**src/rtl/core/fractal_gradient_noise_2d_assert.svh**
```systemverilog
// ---------------------------------------------------------------------------
// Assertion macros for the fractal gradient noise core
// Shared assertion forms, clocked on clk and disabled during rst.
// ---------------------------------------------------------------------------
`ifndef FRACTAL_GRADIENT_NOISE_2D_ASSERT_SVH
`define FRACTAL_GRADIENT_NOISE_2D_ASSERT_SVH

// Condition b must hold in the same cycle as condition a.
`define FGN_ASSERT_SAME(lbl, cond_a, cond_b) \
  lbl: assert property (@(posedge clk) disable iff (rst) (cond_a) |-> (cond_b)) \
    else $error("fgn assertion failed (same cycle)");

// Condition b must hold in the cycle after condition a.
`define FGN_ASSERT_NEXT(lbl, cond_a, cond_b) \
  lbl: assert property (@(posedge clk) disable iff (rst) (cond_a) |=> (cond_b)) \
    else $error("fgn assertion failed (next cycle)");

`endif

```
**src/rtl/core/fgn_pkg.sv**
```systemverilog
// ---------------------------------------------------------------------------
// Fractal gradient noise package
// Constants, state codes, status types and the gradient ROM contents.
// ---------------------------------------------------------------------------
package fgn_pkg;

  localparam int TABLE_SIZE = 256;
  localparam int TABLE_W    = 8;
  localparam int QUARTER    = TABLE_SIZE / 4;

  // Request operation codes.
  localparam logic OP_LOAD  = 1'b0;
  localparam logic OP_POINT = 1'b1;

  localparam logic [63:0] FREQ_Q32 = 64'd214748365;
  localparam logic [63:0] PI_Q30   = 64'd3373259426;
  localparam logic [63:0] ONE_Q30  = 64'd1073741824;

  localparam int MUL_W  = 33;
  localparam int PROD_W = 66;
  localparam int NUM_W  = 48;
  localparam int QUO_W  = 32;
  localparam int ROOT_W = 16;
  localparam int FREQ_W = 28;

  localparam int STATE_W = 23;

  typedef enum logic [STATE_W-1:0] {
    S_IDLE = 23'd1 << 0,
    S_SCX  = 23'd1 << 1,
    S_SCY  = 23'd1 << 2,
    S_SCL  = 23'd1 << 3,
    S_OCT  = 23'd1 << 4,
    S_RD1  = 23'd1 << 5,
    S_RD2  = 23'd1 << 6,
    S_GRAD = 23'd1 << 7,
    S_DXX  = 23'd1 << 8,
    S_DYY  = 23'd1 << 9,
    S_D2   = 23'd1 << 10,
    S_SQRT = 23'd1 << 11,
    S_DD   = 23'd1 << 12,
    S_DCU  = 23'd1 << 13,
    S_NEG  = 23'd1 << 14,
    S_GXD  = 23'd1 << 15,
    S_GYD  = 23'd1 << 16,
    S_DOT  = 23'd1 << 17,
    S_SURF = 23'd1 << 18,
    S_ACC  = 23'd1 << 19,
    S_RND  = 23'd1 << 20,
    S_DIV  = 23'd1 << 21,
    S_EMIT = 23'd1 << 22
  } state_t;

  typedef struct packed {
    logic              done;
    logic [ROOT_W-1:0] root;
  } isqrt_res_t;

  typedef logic signed [15:0] grad_t;
  typedef grad_t grad_rom_t [TABLE_SIZE];
  typedef logic [63:0] dens_t [6];

  localparam dens_t DENS = '{64'd156, 64'd110, 64'd72, 64'd42, 64'd20, 64'd6};

  // Sine over the first quarter wave in Q2.14, by a Horner-form Taylor series
  // evaluated in Q2.30 and rounded to nearest.
  function automatic logic [15:0] quarter_sine(input logic [31:0] r);
    logic [63:0] ang;
    logic [63:0] a2;
    logic [63:0] t;
    logic [63:0] s;
    int          i;
    ang = (64'(r) * 64'd2 * PI_Q30) / TABLE_SIZE;
    a2  = (ang * ang) >> 30;
    t   = ONE_Q30;
    for (i = 0; i < 6; i++) begin
      t = ONE_Q30 - (((a2 * t) >> 30) / DENS[i]);
    end
    s = (ang * t) >> 30;
    return 16'((s + 64'd32768) >> 16);
  endfunction

  function automatic grad_t table_sine(input int unsigned idx);
    int unsigned p;
    int unsigned quad;
    int unsigned r;
    logic [15:0] mag;
    p    = idx % TABLE_SIZE;
    quad = p / QUARTER;
    r    = p % QUARTER;
    mag  = quad[0] ? quarter_sine(32'(QUARTER - r)) : quarter_sine(32'(r));
    return (quad >= 2) ? -$signed(mag) : $signed(mag);
  endfunction

  function automatic grad_rom_t build_grad(input bit cosine);
    grad_rom_t rom;
    int        i;
    for (i = 0; i < TABLE_SIZE; i++) begin
      rom[i] = table_sine(i + (cosine ? QUARTER : 0));
    end
    return rom;
  endfunction

  localparam grad_rom_t GRAD_X_ROM = build_grad(1'b1);
  localparam grad_rom_t GRAD_Y_ROM = build_grad(1'b0);

endpackage

```
**src/rtl/core/fgn_isqrt.sv**
```systemverilog
// ---------------------------------------------------------------------------
// Iterative integer square root
// Floor square root of a 32-bit value, one bit pair per cycle.
// ---------------------------------------------------------------------------
module fgn_isqrt (
  input  logic               clk,
  input  logic               rst,
  input  logic               start,
  input  logic [31:0]        value,
  output fgn_pkg::isqrt_res_t res
);
  import fgn_pkg::*;

  logic        busy;
  logic        done;
  logic [31:0] rem_v;
  logic [31:0] root;
  logic [31:0] bitv;
  logic [3:0]  cnt;
  logic [31:0] trial;

  assign trial = root + bitv;

  always_ff @(posedge clk) begin
    if (rst) begin
      busy <= 1'b0;
      done <= 1'b0;
    end else begin
      done <= 1'b0;
      if (start) begin
        rem_v <= value;
        root  <= '0;
        bitv  <= 32'd1 << 30;
        cnt   <= '0;
        busy  <= 1'b1;
      end else if (busy) begin
        if (rem_v >= trial) begin
          rem_v <= rem_v - trial;
          root  <= (root >> 1) + bitv;
        end else begin
          root <= root >> 1;
        end
        bitv <= bitv >> 2;
        cnt  <= cnt + 4'd1;
        if (cnt == 4'd15) begin
          busy <= 1'b0;
          done <= 1'b1;
        end
      end
    end
  end

  assign res.done = done;
  assign res.root = root[ROOT_W-1:0];

endmodule

```
**config.mk**
```make
export PLATFORM = sky130hd
export DESIGN_NAME = fgn_isqrt
export DESIGN_NICKNAME = d
export VERILOG_FILES = /design/src/rtl/core/fractal_gradient_noise_2d_assert.svh /design/src/rtl/core/fgn_pkg.sv /design/src/rtl/core/fgn_isqrt.sv
export SDC_FILE = /design/constraint.sdc
export NUM_CORES = 1
export LEC_CHECK = 0
export ABC_CLOCK_PERIOD_IN_PS = 8450
export BUFFER_PORTS_ARGS = -buffer_cell sky130_fd_sc_hd__buf_4
export CAP_MARGIN = 20
export CORE_MARGIN = 3
export CORE_UTILIZATION = 50
export DETAILED_ROUTE_END_ITERATION = 10
export GPL_ROUTABILITY_DRIVEN = 0
export PLACE_DENSITY = 0.65
export RECOVER_POWER = 50
export SLEW_MARGIN = 15
export SYNTH_ARGS = -nofsm -noshare
export SYNTH_HDL_FRONTEND = slang
export SYNTH_SLANG_ARGS = --single-unit
```
**constraint.sdc**
```tcl
create_clock -name clk -period 8.45 [get_ports clk]
set_input_delay 1.69 -clock clk [delete_from_list [all_inputs] [get_ports clk]]
set_output_delay 1.69 -clock clk [all_outputs]
set_load 0.1 [all_outputs]
```
==> out/qor.csv <==
metric;value;unit
unrepaired setup endpoints after global routing;no;
CP max FO;19;
vias per cell;6.30;
Clock Sinks;86;
Die Ht;130;µm
flip-flop and latch count after synthesis;86;
Final ANT Viol Nets;0;
root buf cell;clkbuf_16;
# H-tree levels;3;
sequential area share after synthesis;33.4;%
Post-Syn Area;0.00767;mm²
failing checks;capacitance limit, slew limit;
post-CTS sizing;0;
layout cells sized above 1;10.3;%
reg2reg path depth;18;
DP Area;0.00804;mm²
largest net degree at the start of global routing;58;
kind of critical path;reg2reg;
grt ovf;0;
I/O pins;52;
clk slew on worst S/H paths;0.06;ns
fin crit period;6.02;ns
CTS tree;done;
area grow syn2layout;8.14;%
starting density of the core;52.0;%
DPL Wire Length;14.4;mm
Fin. Hold Viols;0;
first-pass GRT wire length;31.6;mm
final instance area;0.00829;mm²
Synth area leaders;edfxtp_1, ha_1, nand2_1;
Port Buf Inserts;51;
Post-synth EDFFs;84;
drt total wl;19.5;mm
worst endpoint required time;8.55;ns
Setup Viol. Count Final;0;
Rel. slew slack;-86.3;%
Synth Warn #;0;
ant diodes;0;
Post-CTS Setup Inserts;0;
period utilization;71.3;%
Post-Synthesis Cells;861;
Inserted Clock Buffers;9;
Nets;983;
Horiz. Die Dim;130;µm
Core ar.;0.0148;mm²
die area;0.0169;mm²
Initial DRC Count;651;
P per Cell Area;233;mW/mm²
top-count cell post-synth;nand2_1;
crit path DAT;6.12;ns
Max-Cap Viols;2;
Static Leakage;0.00308;µW
final core occ;56.2;%
initial antenna violation count;0;
drt wl/cell;18.3;µm
Worst Hold Endpoint;done;
most frequent cells after synthesis;nand2_1, edfxtp_1, ha_1;
reg2reg end;root[15];
Synth top area share;32.9;%
most area-hungry cell type in the Yosys netlist;edfxtp_1;
number of global-route vias before repair;6286;
syn nets;964;
via count;6734;
outcome;complete, but fails checks;
Syn Area/Cell;8.91;µm²
FFs w/ async S/R, synth;0;%
Worst Skew;0.0105;ns
GRT Total Usage;23.4;%
DRC Markers;0;
Max Slew Vio Count;112;
worst skew pair latency;0.35;ns
Setup crit end kind;register;
Post-CTS Hold Fix Bufs;0;
worst r2r src;root[0];
hold path depth;1;
setup TNS;0;ns
Worst setup SP type;register;
Tightest Hold Check Type;reg2reg;
# rows;44;
Main synth FF type;edfxtp_1;
clock tree buffer depth;2;
max frequency;0.166;GHz
hold wc startpoint;busy;
FF-to-FF setup slack;2.43;ns
Unique masters post-synth;68;
Detailed Routing Iterations Pass 1;6;
Worst VDD drop;95.5;µV
Worst-Margin Slew;2.79;ns
[through the flow]
| step | worst slack (ns) | total power (µW) | cells | hold slack [ns] |
|---|---|---|---|---|
| finish | 2.43 | 1940 | 1069 | 0.486 |
| global route | 2.08 | 2070 | 1069 | 0.518 |
| CTS | 2.48 | 1940 | 1068 | 0.492 |
| detailed placement | 2.56 | 1510 | 1052 | 0.470 |
| global placement | 2.83 | 1500 | 1052 | 0.461 |
| floorplan | 0.942 | 1330 | 861 | 0.453 |
[final cells by class]
cell class / instances / area [µm²]
Timing Repair Buffer: 57 / 373
Sequential cell: 86 / 2560
Tap cell: 184 / 230
Multi-Input combinational cell: 703 / 4740
Fill cell: 1349 / 6460
Clock inverter: 4 / 55.1
Inverter: 23 / 86.3
Clock buffer: 12 / 246
[worst max-delay path by stage]
stage,from,endpoint,slack [ns]
final,root[0],root[15],2.43
after global routing,root[0],root[15],2.08
after CTS,root[2],rem_v[30],2.48
after detailed placement,root[2],rem_v[28],2.56
after global placement,root[0],rem_v[28],2.83
after floorplan,start,rem_v[0],0.94
[flip-flops by register name (all words and copies together), names as in the netlist]
name / count
rem_v: 32
done: 1
cnt: 4
root: 32
busy: 1
bitv: 16
[per-layer routing]
metal,GRT usage [%],vias up,part of all wire [%]
met5,0,-,0
met1,31.4,3208,43
met2,38.9,245,48
li1,-,3256,-
met3,3.68,25,6.6
met4,7.58,0,2.0
[placed cells by master (no fill, tap or decap), drive strengths merged, types with 3 or more instances in the layout]
cell type and count:
edfxtp 84, a41oi 3, ha 67, nand2b 4, nor3b 5, clkbuf 32
o31ai 11, xor2 30, and2 6, a21boi 7, buf 37, o22ai 4
nand3b 3, nand4 18, inv 24, and3 10, o21bai 12, nor3 19
o211ai 3, or3 10, a2111oi 3, a21o 11, nor2 61, nand3 26
nor2b 30, o21a 14, a211oi 22, a211o 5, xnor2 31, a21oi 64
o21ai 64, mux2 5, nand2 92, a31oi 26, a311oi 3, a31o 11
[logic make-up after synthesis]
group                    after synthesis  share of synthesized area (%)
AO/OA/AOI/OAI                        275                           23.9
XOR/XNOR                              61                           6.97
adder cells (fa/ha/maj)               68                           11.2
buffers and inverters                 72                           5.03
flip-flops                            86                           33.4
multiplexers                           6                          0.865
AND/OR/NAND/NOR                      293                           18.6
[critical path, stage by stage, from the launching register on]
cell and delay (ns):
edfxtp_1 0.39, ha_1 0.23, ha_1 0.21, a21oi_1 0.28, o31ai_1 0.16, a221o_1 0.35, a21boi_0 0.61, nor2_1 0.10
o311ai_0 0.45, xor2_1 0.14, ha_1 0.44, nand4_1 0.25, nor4_1 0.41, a41oi_1 0.18, a21oi_1 0.24, or3_1 0.61
buf_4 0.38, a21boi_0 0.13, o21a_1 0.20
[power breakdown]
part           switching [µW]  internal, µW
clock                     175           239
sequential               48.3           545
combinational             589           339
Power figures use the tool's default switching activity.
